File: src/rtl/assert_macros.svh
// Assertion macros shared by the double-precision shift unit RTL.
// Needs clk and rst_n in the scope of the including module.
`ifndef ASSERT_MACROS_SVH
`define ASSERT_MACROS_SVH

// Implication checked at every rising clock edge outside reset.
`define DPSU_ASSERT_IMP(label, ante, cons, msg) \
  label: assert property (@(posedge clk) disable iff (!rst_n) (ante) |-> (cons)) \
    else $error(msg);

// Consequent checked in the cycle after the antecedent, outside reset.
`define DPSU_ASSERT_NEXT(label, ante, cons, msg) \
  label: assert property (@(posedge clk) disable iff (!rst_n) (ante) |=> (cons)) \
    else $error(msg);

`endif

File: src/rtl/dpsu_pkg.sv
// Types, constants and helper functions for the double-precision shift unit.
// No dependencies; used by dpsu_flag_calc and double_precision_shift_unit.
package dpsu_pkg;

  localparam logic KIND_SHL = 1'b0;
  localparam logic KIND_SHR = 1'b1;

  localparam logic [1:0] SIZE_16 = 2'd0;
  localparam logic [1:0] SIZE_32 = 2'd1;

  localparam logic [5:0] CNT_MASK_WIDE   = 6'd63;
  localparam logic [5:0] CNT_MASK_NARROW = 6'd31;
  localparam logic [5:0] CNT_LIMIT_16    = 6'd16;
  localparam logic [5:0] CNT_ONE         = 6'd1;

  localparam int FLAG_CF = 0;
  localparam int FLAG_PF = 1;
  localparam int FLAG_ZF = 2;
  localparam int FLAG_SF = 3;
  localparam int FLAG_OF = 4;

  typedef enum logic [1:0] {
    WIDTH_16,
    WIDTH_32,
    WIDTH_64
  } width_t;

  // Per-item control carried down the pipe
  typedef struct packed {
    logic        kind;
    width_t      width;
    logic [5:0]  cnt;
    logic        skip;
    logic [63:0] dest;
    logic [4:0]  flags;
  } ctl_t;

  // Shifter output handed to the flag stage
  typedef struct packed {
    ctl_t        ctl;
    logic [63:0] res;
    logic        cf;
  } shres_t;

  function automatic logic [63:0] rev64(input logic [63:0] x);
    logic [63:0] r;
    for (int i = 0; i < 64; i++) begin
      r[i] = x[63-i];
    end
    return r;
  endfunction

endpackage

File: src/rtl/double_precision_shift_unit.sv
// Double-precision shift unit (SHLD/SHRD) top level: four-stage pipeline.
// Depends on dpsu_pkg, dpsu_flag_calc and assert_macros.svh.
//
// Usage:
//   Input channel in_valid/in_ready carries one shift operation per transfer:
//   direction, operand size, destination, fill operand, raw count, flags.
//   Output channel out_valid/out_ready returns one result per operation, in
//   order: shifted value (zero above the operand size), flags, changed bit.
//   Order: each operation passes the registered stages align, byte shift,
//   bit shift and flags; out_valid rises once it sits in the output register.
//   Throughput: one operation per cycle unless stalled; the 129-bit funnel
//   shift spans two stages, each a 3-level mux shifter (byte, then bit steps).
//   Stalls: each stage advances when the stage after it is empty or moving;
//   a stalled out_ready holds the output register and backs up the pipe
//   one stage at a time, so empty stages keep accepting input.
//   in_ready falls only when all four stages hold items.
//   Reset (rst_n low, synchronous) empties every stage; no item is lost or
//   replayed across a stall.
`include "assert_macros.svh"

module double_precision_shift_unit (
  input  logic        clk,
  input  logic        rst_n,
  input  logic        in_valid,
  output logic        in_ready,
  input  logic        in_kind,
  input  logic [1:0]  in_size_code,
  input  logic [63:0] in_dest_value,
  input  logic [63:0] in_fill_value,
  input  logic [7:0]  in_count_raw,
  input  logic [4:0]  in_flags_in,
  output logic        out_valid,
  input  logic        out_ready,
  output logic [63:0] out_result_value,
  output logic [4:0]  out_flags_out,
  output logic        out_changed
);

  logic s1_vld_r, s2_vld_r, s3_vld_r, out_vld_r;
  logic adv1, adv2, adv3, adv4;

  dpsu_pkg::ctl_t   s1_ctl_r, s1_ctl_nxt, s2_ctl_r;
  logic [127:0]     s1_vec_r, s1_vec_nxt;
  logic [128:0]     s2_vec_r, s2_vec_nxt;
  dpsu_pkg::shres_t s3_r, s3_nxt;

  logic [63:0] out_result_r, out_result_nxt;
  logic [4:0]  out_flags_r, out_flags_nxt;
  logic        out_changed_r, out_changed_nxt;

  // Handshake
  assign adv4     = !out_vld_r || out_ready;
  assign adv3     = !s3_vld_r || adv4;
  assign adv2     = !s2_vld_r || adv3;
  assign adv1     = !s1_vld_r || adv2;
  assign in_ready = adv1;

  always_ff @(posedge clk) begin
    if (!rst_n) begin
      s1_vld_r  <= 1'b0;
      s2_vld_r  <= 1'b0;
      s3_vld_r  <= 1'b0;
      out_vld_r <= 1'b0;
    end else begin
      if (adv1) s1_vld_r <= in_valid;
      if (adv2) s2_vld_r <= s1_vld_r;
      if (adv3) s3_vld_r <= s2_vld_r;
      if (adv4) out_vld_r <= s3_vld_r;
    end
  end

  // Stage 1: mask operands and count, build left-justified funnel word
  logic [63:0] dm, sm, dr, sr;
  logic [5:0]  cnt;
  dpsu_pkg::width_t width;

  always_comb begin
    case (in_size_code)
      dpsu_pkg::SIZE_16: width = dpsu_pkg::WIDTH_16;
      dpsu_pkg::SIZE_32: width = dpsu_pkg::WIDTH_32;
      default:           width = dpsu_pkg::WIDTH_64;
    endcase

    case (width)
      dpsu_pkg::WIDTH_16: begin
        dm = {48'd0, in_dest_value[15:0]};
        sm = {48'd0, in_fill_value[15:0]};
      end
      dpsu_pkg::WIDTH_32: begin
        dm = {32'd0, in_dest_value[31:0]};
        sm = {32'd0, in_fill_value[31:0]};
      end
      default: begin
        dm = in_dest_value;
        sm = in_fill_value;
      end
    endcase

    cnt = (width == dpsu_pkg::WIDTH_64) ? (in_count_raw[5:0] & dpsu_pkg::CNT_MASK_WIDE)
                                        : (in_count_raw[5:0] & dpsu_pkg::CNT_MASK_NARROW);

    // Right shifts run as left shifts on bit-reversed operands
    dr = dpsu_pkg::rev64(dm);
    sr = dpsu_pkg::rev64(sm);

    case (width)
      dpsu_pkg::WIDTH_16: begin
        if (in_kind == dpsu_pkg::KIND_SHR) s1_vec_nxt = {dr[63:48], sr[63:48], 96'd0};
        else                               s1_vec_nxt = {dm[15:0], sm[15:0], 96'd0};
      end
      dpsu_pkg::WIDTH_32: begin
        if (in_kind == dpsu_pkg::KIND_SHR) s1_vec_nxt = {dr[63:32], sr[63:32], 64'd0};
        else                               s1_vec_nxt = {dm[31:0], sm[31:0], 64'd0};
      end
      default: begin
        if (in_kind == dpsu_pkg::KIND_SHR) s1_vec_nxt = {dr, sr};
        else                               s1_vec_nxt = {dm, sm};
      end
    endcase

    s1_ctl_nxt.kind  = in_kind;
    s1_ctl_nxt.width = width;
    s1_ctl_nxt.cnt   = cnt;
    s1_ctl_nxt.skip  = (cnt == 6'd0) ||
                       ((width == dpsu_pkg::WIDTH_16) && (cnt > dpsu_pkg::CNT_LIMIT_16));
    s1_ctl_nxt.dest  = dm;
    s1_ctl_nxt.flags = in_flags_in;
  end

  always_ff @(posedge clk) begin
    if (adv1 && in_valid) begin
      s1_vec_r <= s1_vec_nxt;
      s1_ctl_r <= s1_ctl_nxt;
    end
  end

  // Stage 2: shift by whole bytes; bit 128 catches the carry-out
  assign s2_vec_nxt = {1'b0, s1_vec_r} << {s1_ctl_r.cnt[5:3], 3'b000};

  always_ff @(posedge clk) begin
    if (adv2 && s1_vld_r) begin
      s2_vec_r <= s2_vec_nxt;
      s2_ctl_r <= s1_ctl_r;
    end
  end

  // Stage 3: shift by remaining bits, extract result and CF
  logic [128:0] p3;
  logic [63:0]  f3, f3r;

  always_comb begin
    p3  = s2_vec_r << s2_ctl_r.cnt[2:0];
    f3  = p3[127:64];
    f3r = dpsu_pkg::rev64(f3);
    s3_nxt.ctl = s2_ctl_r;
    s3_nxt.cf  = p3[128];
    case (s2_ctl_r.width)
      dpsu_pkg::WIDTH_16: begin
        if (s2_ctl_r.kind == dpsu_pkg::KIND_SHR) s3_nxt.res = {48'd0, f3r[15:0]};
        else                                     s3_nxt.res = {48'd0, f3[63:48]};
      end
      dpsu_pkg::WIDTH_32: begin
        if (s2_ctl_r.kind == dpsu_pkg::KIND_SHR) s3_nxt.res = {32'd0, f3r[31:0]};
        else                                     s3_nxt.res = {32'd0, f3[63:32]};
      end
      default: begin
        if (s2_ctl_r.kind == dpsu_pkg::KIND_SHR) s3_nxt.res = f3r;
        else                                     s3_nxt.res = f3;
      end
    endcase
  end

  always_ff @(posedge clk) begin
    if (adv3 && s2_vld_r) begin
      s3_r <= s3_nxt;
    end
  end

  // Stage 4: flags, into the output register
  dpsu_flag_calc u_flag_calc (
    .sh           (s3_r),
    .result_value (out_result_nxt),
    .flags_out    (out_flags_nxt),
    .changed      (out_changed_nxt)
  );

  always_ff @(posedge clk) begin
    if (adv4 && s3_vld_r) begin
      out_result_r  <= out_result_nxt;
      out_flags_r   <= out_flags_nxt;
      out_changed_r <= out_changed_nxt;
    end
  end

  assign out_valid        = out_vld_r;
  assign out_result_value = out_result_r;
  assign out_flags_out    = out_flags_r;
  assign out_changed      = out_changed_r;

  `DPSU_ASSERT_IMP(a_full_stall, !in_ready,
    s1_vld_r && s2_vld_r && s3_vld_r && out_vld_r && !out_ready,
    "input blocked while pipe has room")
  `DPSU_ASSERT_IMP(a_zf_match, out_valid && out_changed,
    out_flags_out[dpsu_pkg::FLAG_ZF] == (out_result_value == 64'd0),
    "ZF disagrees with result")
  `DPSU_ASSERT_IMP(a_pf_match, out_valid && out_changed,
    out_flags_out[dpsu_pkg::FLAG_PF] == ~^out_result_value[7:0],
    "PF disagrees with result")
  `DPSU_ASSERT_NEXT(a_out_hold, out_valid && !out_ready,
    out_valid && $stable(out_result_value) && $stable(out_flags_out) && $stable(out_changed),
    "result changed while stalled")

endmodule

File: src/rtl/dpsu_flag_calc.sv
// Final stage logic: flag generation and unchanged-operand bypass.
// Depends on dpsu_pkg.
module dpsu_flag_calc (
  input  dpsu_pkg::shres_t sh,
  output logic [63:0]      result_value,
  output logic [4:0]       flags_out,
  output logic             changed
);

  logic msb;
  logic orig_msb;
  logic of;
  logic [4:0] fl;

  always_comb begin
    case (sh.ctl.width)
      dpsu_pkg::WIDTH_16: begin
        msb      = sh.res[15];
        orig_msb = sh.ctl.dest[15];
      end
      dpsu_pkg::WIDTH_32: begin
        msb      = sh.res[31];
        orig_msb = sh.ctl.dest[31];
      end
      default: begin
        msb      = sh.res[63];
        orig_msb = sh.ctl.dest[63];
      end
    endcase

    of = (sh.ctl.kind == dpsu_pkg::KIND_SHR) ? (msb ^ orig_msb) : (msb ^ sh.cf);

    fl                   = '0;
    fl[dpsu_pkg::FLAG_CF] = sh.cf;
    fl[dpsu_pkg::FLAG_PF] = ~^sh.res[7:0];
    fl[dpsu_pkg::FLAG_ZF] = (sh.res == 64'd0);
    fl[dpsu_pkg::FLAG_SF] = msb;
    fl[dpsu_pkg::FLAG_OF] = (sh.ctl.cnt == dpsu_pkg::CNT_ONE) && of;

    if (sh.ctl.skip) begin
      result_value = sh.ctl.dest;
      flags_out    = sh.ctl.flags;
      changed      = 1'b0;
    end else begin
      result_value = sh.res;
      flags_out    = fl;
      changed      = 1'b1;
    end
  end

endmodule

File: config.mk
export PLATFORM = sky130hd
export DESIGN_NAME = double_precision_shift_unit
export DESIGN_NICKNAME = d
export VERILOG_FILES = /design/src/rtl/dpsu_pkg.sv /design/src/rtl/double_precision_shift_unit.sv /design/src/rtl/dpsu_flag_calc.sv
export VERILOG_INCLUDE_DIRS = /design/src /design/src/rtl
export SDC_FILE = /design/constraint.sdc
export NUM_CORES = 1
export LEC_CHECK = 0
export ABC_CLOCK_PERIOD_IN_PS = 15400
export BUFFER_PORTS_ARGS = -buffer_cell sky130_fd_sc_hd__buf_2
export CAP_MARGIN = 20
export CORE_MARGIN = 2
export CORE_UTILIZATION = 40
export DETAILED_ROUTE_END_ITERATION = 12
export PLACE_DENSITY = 0.59
export SYNTH_ARGS = -nofsm -noshare
export SYNTH_HDL_FRONTEND = slang
export SYNTH_SLANG_ARGS = --single-unit
export TNS_END_PERCENT = 100
File: constraint.sdc
create_clock -name clk -period 15.4 [get_ports clk]
set_input_delay 0.77 -clock clk [delete_from_list [all_inputs] [get_ports clk]]
set_output_delay 0.77 -clock clk [all_outputs]
set_load 0.02 [all_outputs]
* Word-level counts from Yosys, hierarchy flattened *
Cells that the tools add are included.

word-level totals
  register bits after elaboration = 633
  bits of input ports = 148
  output and inout port bits = 72
  logic and storage cells = 80

cells by class
  order comparisons = 1
  equal/unequal tests = 6
  shift operators = 2
  mux-type cells = 18
  bitwise gates (word level) = 2
  reduce and logical (&&, ||, !) cells = 22

operators by type and width
  operator              number
  $mux W128             3
  $pmux W64 S2          3
  $pmux W128 S2         1
  $shl A128 B6 Y129     1
  $shl A129 B3 Y129     1
  $mux W64              2
  $logic_not A64 Y1     1
  $mux W32              1
  $mux W16              1
  $eq A2 B1 Y1 const B  4
  $logic_not A2 Y1      4
  $reduce_xnor A8 Y1    1
  $eq A6 B1 Y1 const B  1
  $gt A6 B5 Y1 const B  1
  $logic_and A1 B1 Y1   6
  $logic_not A6 Y1      1
  $mux W6               1
  $logic_or A1 B1 Y1    5
  $mux W5               1
  $logic_not A1 Y1      4
  $pmux W1 S2           2
  $pmux W2 S2           1
  $eq A2 B2 Y1 const B  1
  $mux W1               2
  $xor A1 B1 Y1         2

* Depth between registers and ports, before layout *
  word-level depth = 7
  mapped depth = 9
  depth with buffers taken out = 6

* Hierarchy *
From an unflattened synthesis, not the netlist that was laid out.

unflattened totals
  cell total of the unflattened synthesis = 2227
  area total of the unflattened synthesis = 28621.2 µm²

by module, submodules not included
  module                       times used  cells each  area an instance (µm²)  sequential area each (µm²)
  double_precision_shift_unit  1           2092        27478.9                 17226.5
  dpsu_flag_calc               1           135         1142.3                  0.0

* Least setup slack after synthesis *
Ideal clock, no wire load.

  kind = input-to-reg
  start = input port out_ready
  end = register s2_ctl_r[0] (netlist bit) (enable)
  setup time = 0.891 ns
  data arrival time = 11.958 ns
  data required time = 14.509 ns
  path slack = 2.551 ns
  cell stages on the path = 3
  path buffers = 0
  path through = nor2b_1 and2_0 a21boi_0

on the way
  cells in the longest elaborated chain, start to end = 4

RTL lines
  element               RTL line                            text
  start, declared       double_precision_shift_unit.sv:33   input logic out_ready,
  $logic_or A1 B1 Y1    double_precision_shift_unit.sv:52   assign adv4 = !out_vld_r || out_ready;
  $logic_or A1 B1 Y1    double_precision_shift_unit.sv:53   assign adv3 = !s3_vld_r || adv4;
  $logic_or A1 B1 Y1    double_precision_shift_unit.sv:54   assign adv2 = !s2_vld_r || adv3;
  $logic_and A1 B1 Y1   double_precision_shift_unit.sv:141  if (adv2 && s1_vld_r) begin
  end signal, assigned  double_precision_shift_unit.sv:143  s2_ctl_r <= s1_ctl_r;
  end, declared         double_precision_shift_unit.sv:42   dpsu_pkg::ctl_t s1_ctl_r, s1_ctl_nxt, s2_ctl_r;

Every way passes these cells.
A chain may end at the register's enable or synchronous reset.

* Worst setup path after layout *
  start = register s1_ctl_r[74] (netlist bit)
  end = register s2_vec_r[61], data pin

on the way
  cells in the longest elaborated chain, start to end = 1

RTL lines
  element                   RTL line                            text
  start, declared           double_precision_shift_unit.sv:42
  start signal, assigned    double_precision_shift_unit.sv:133  s1_ctl_r <= s1_ctl_nxt;
  $shl A128 B6 Y129         double_precision_shift_unit.sv:138  assign s2_vec_nxt = {1'b0, s1_vec_r} << {s1_ctl_r.cnt[5:3], 3'b000};
  named net s2_vec_nxt[61]  double_precision_shift_unit.sv:44   logic [128:0] s2_vec_r, s2_vec_nxt;
  end signal, assigned      double_precision_shift_unit.sv:142  s2_vec_r <= s2_vec_nxt;
  end, declared             double_precision_shift_unit.sv:44

The timed path passes the listed nets, and every way through them passes these cells.

==> metrics <==
syn_area_per_cell about 13 um^2; Final GP Congestion 0.975; first-pass GRT wire length between 100 and 150 mm; final HPWL from detailed placement roughly 70 mm; total of buffers placed on input and output ports 217; drt pass-1 iters 6; number of max-cap violations 0; arrival time reported for the critical path endpoint around 3.8 ns; post-route DRC violation count 0; number of unique standard cell types used by synthesis 65; H-tree depth 2; post-route antenna net violation count 0; most frequent standard cell in the layout excluding fill and tap cells sky130_fd_sc_hd__edfxtp_1; power density normalized to cell area roughly 120 mW/mm^2; number of synthesized flops with an enable pin approximately 570; share of cells above drive strength 1 24.0%; area share of the largest cell type after synthesis between 50 and 60%; Global Route Usage Sum roughly a quarter; logic gate share of total power 11.7%; most used cells in the layout excluding fill and tap cells 571 x sky130_fd_sc_hd__edfxtp_1, 271 x sky130_fd_sc_hd__mux2i_1, 215 x sky130_fd_sc_hd__buf_2, 183 x sky130_fd_sc_hd__nand2_1, 169 x sky130_fd_sc_hd__mux2_2; summed instance area of the synthesized netlist between 0.02 and 0.03 mm^2; run status finished, final reports clean; nature of the critical path endpoint flop; detailed-route via count a little under 20000; Die X about 270 um; Resize count post-CTS 0; worst slew pin tran 1.11 ns; Cell Count Post-Placement between 3000 and 4000; # Post-CTS Setup Buffers 0; R2R cell count 5; Leakage between 10 and 15 nW; count of warnings emitted by yosys 0; worst hold path endpoint s1_ctl_r[2]; post-route setup TNS 0 ns; setup repair after global routing missed its margin no; number of slew-limit violations in the final report 0; cell row count 98; hold path cells 1; r2r startpoint s1_ctl_r[74]; clock period minus worst slack roughly 3.6 ns; number of antenna diodes 0; end-of-flow core utilization a little under half; per-cell routed wire length approximately 28 um; global-route congestion overflow total 0; I/O pin total 220; fin nets 2500; Worst Hold Launch in_flags_in[2]; Die H roughly 270 um; total nets after synthesis ~2400; Fin Clk Skew roughly 0.05 ns; overall die area about 0.074 mm^2; register bit total from synthesis ~580; Clk Latency, worst-skew pair ~0.65 ns; switching component of the power ~0.00095 W; fmax 0.277 GHz; WS Path Type flop to flop; Critical Path Start Type flop; Final setup violation count 0; Num CTS Buffers between 60 and 70; class of the worst hold path input port to flop; Clock Tree Buf Depth 3; IR Drop Worst-Case VDD about 0.00011 V; post-route fraction of the period consumed by the critical path a little under a quarter; cell accounting for the most synthesized area sky130_fd_sc_hd__edfxtp_1; flip-flop cell with the highest count after synthesis sky130_fd_sc_hd__edfxtp_1; Area contributors post-synth sky130_fd_sc_hd__edfxtp_1 59%, sky130_fd_sc_hd__mux2i_1 9.4%, sky130_fd_sc_hd__mux2_2 6.6%, sky130_fd_sc_hd__nand2_1 2.4%, sky130_fd_sc_hd__a21oi_1 2.3%; growth of design area from synthesis to finish 12.9%; switching share of total power 25.2%; initial antenna violation count 7; Core Footprint ~0.071 mm^2; clock share of power about two fifths; Layout Cells excl Fill about 3400; fraction of registers with async set or reset after synthesis 0%; max_slew headroom around 26%; pin count of the biggest net entering global routing ~160; largest fanout on the critical path 64; setup slack of the worst register-to-register path between 10 and 15 ns; number of global-route vias before repair roughly 19000; buffer type at the clock tree root sky130_fd_sc_hd__clkbuf_16; sequential fraction of design power between 40% and 50%; Post-Route WL about 92 mm; internal power component 0.00283 W; worst path required time ~16 ns; CTS hold repair buffers 0; first-iteration detailed-routing DRC count 2221; sequential element share of the synthesized area roughly three fifths; count of final hold-check violations 0; CTS tree yes; cell count after synthesis approximately 2200; CTS sink cnt 575; starting utilization of the core area about 40%; worst reg2reg endpoint s2_vec_r[61]; average vias per placed instance slightly below 6; post-CTS clock slew at the launch and capture registers of the worst setup and hold paths about 0.060 ns
## routing by layer
metal | vias up | wire length, um | GRT usage [%]
met5 | - | 44 | 0
met4 | 6 | 3310 | 8.50
met3 | 142 | 6040 | 3.43
met2 | 824 | 43400 | 38.8
met1 | 9747 | 39600 | 34.0
li1 | 8748 | - | -
## power groups by stage
stage                     clock network (W)  logic (W)  registers (W)
after floorplan                           0   0.000276        0.00189
after detailed placement                  0   0.000436        0.00189
final                               0.00148   0.000444        0.00186
after global routing                0.00157   0.000474        0.00186
after CTS                           0.00150   0.000437        0.00186
after global placement                    0   0.000433        0.00189
## flip-flops by register name (all words and copies together) (netlist names)
| signal | count |
|---|---|
| s3_r | 144 |
| s1_vec_r | 127 |
| s1_ctl_r | 79 |
| s2_ctl_r | 79 |
| s2_vec_r | 72 |
| out_result_value | 64 |
| out_flags_out | 5 |
| out_changed | 1 |
| out_valid | 1 |
| s1_vld_r | 1 |
| s2_vld_r | 1 |
| s3_vld_r | 1 |
## kinds of logic after synthesis
kind of cell             after synthesis  synth area share [%]
AO/OA/AOI/OAI                        448                  10.4
XOR/XNOR                               4                 0.121
multiplexers                         467                  18.0
adder cells (fa/ha/maj)                4                 0.173
flip-flops                           575                  59.6
AND/OR/NAND/NOR                      510                  8.28
buffers and inverters                201                  3.36
## worst max-delay path by stage
stage | start | endpoint | cells after the start
5_1_grt | s1_ctl_r[74] | s2_vec_r[61] | 5
3_5_place_dp | out_ready | s3_r[107] | 6
2_1_floorplan | out_ready | s2_ctl_r[0] | 3
3_3_place_gp | out_ready | s3_r[107] | 6
4_1_cts | s1_ctl_r[74] | s2_vec_r[61] | 5
6_report | s1_ctl_r[74] | s2_vec_r[61] | 5
## cells in the mapped netlist (36+ instances only)
master / count
sky130_fd_sc_hd__edfxtp_1: 571
sky130_fd_sc_hd__mux2i_1: 271
sky130_fd_sc_hd__nand2_1: 183
sky130_fd_sc_hd__mux2_2: 169
sky130_fd_sc_hd__a21oi_1: 135
sky130_fd_sc_hd__nor2_1: 119
sky130_fd_sc_hd__o21ai_0: 87
sky130_fd_sc_hd__clkbuf_1: 79
sky130_fd_sc_hd__nor2b_1: 72
sky130_fd_sc_hd__and2_1: 51
sky130_fd_sc_hd__o22ai_1: 51
sky130_fd_sc_hd__buf_2: 45
sky130_fd_sc_hd__a22oi_1: 36
## final cells by class
type                       count  area [um^2]
timing repair buffer         244         1320
clock buffer                  72         1590
sequential                   575        17200
fill                        6435        38900
clock inverter                43          439
tap                          950         1190
inverter                      33          124
multi-input combinational   1433        10700
## metrics by stage
| step | hold WS (ns) | area (um^2) | setup slack (ns) | total power [W] |
|---|---|---|---|---|
| after CTS | 0.263 | 32600 | 11.87 | 0.00380 |
| after floorplan | 0.400 | 28900 | 2.55 | 0.00217 |
| after global placement | 0.401 | 30600 | 11.94 | 0.00232 |
| final | 0.297 | 32600 | 11.79 | 0.00378 |
| after detailed placement | 0.405 | 30600 | 11.86 | 0.00233 |
| after global routing | 0.263 | 32600 | 11.70 | 0.00391 |
## critical path: stages, from the launching register on
cell and delay (ns):
sky130_fd_sc_hd__edfxtp_1 0.32, sky130_fd_sc_hd__buf_4 0.61, sky130_fd_sc_hd__buf_4 0.88, sky130_fd_sc_hd__mux2_2 0.43
sky130_fd_sc_hd__o21ai_0 0.39, sky130_fd_sc_hd__o21ai_0 0.45
Power figures use the tool's default switching activity.
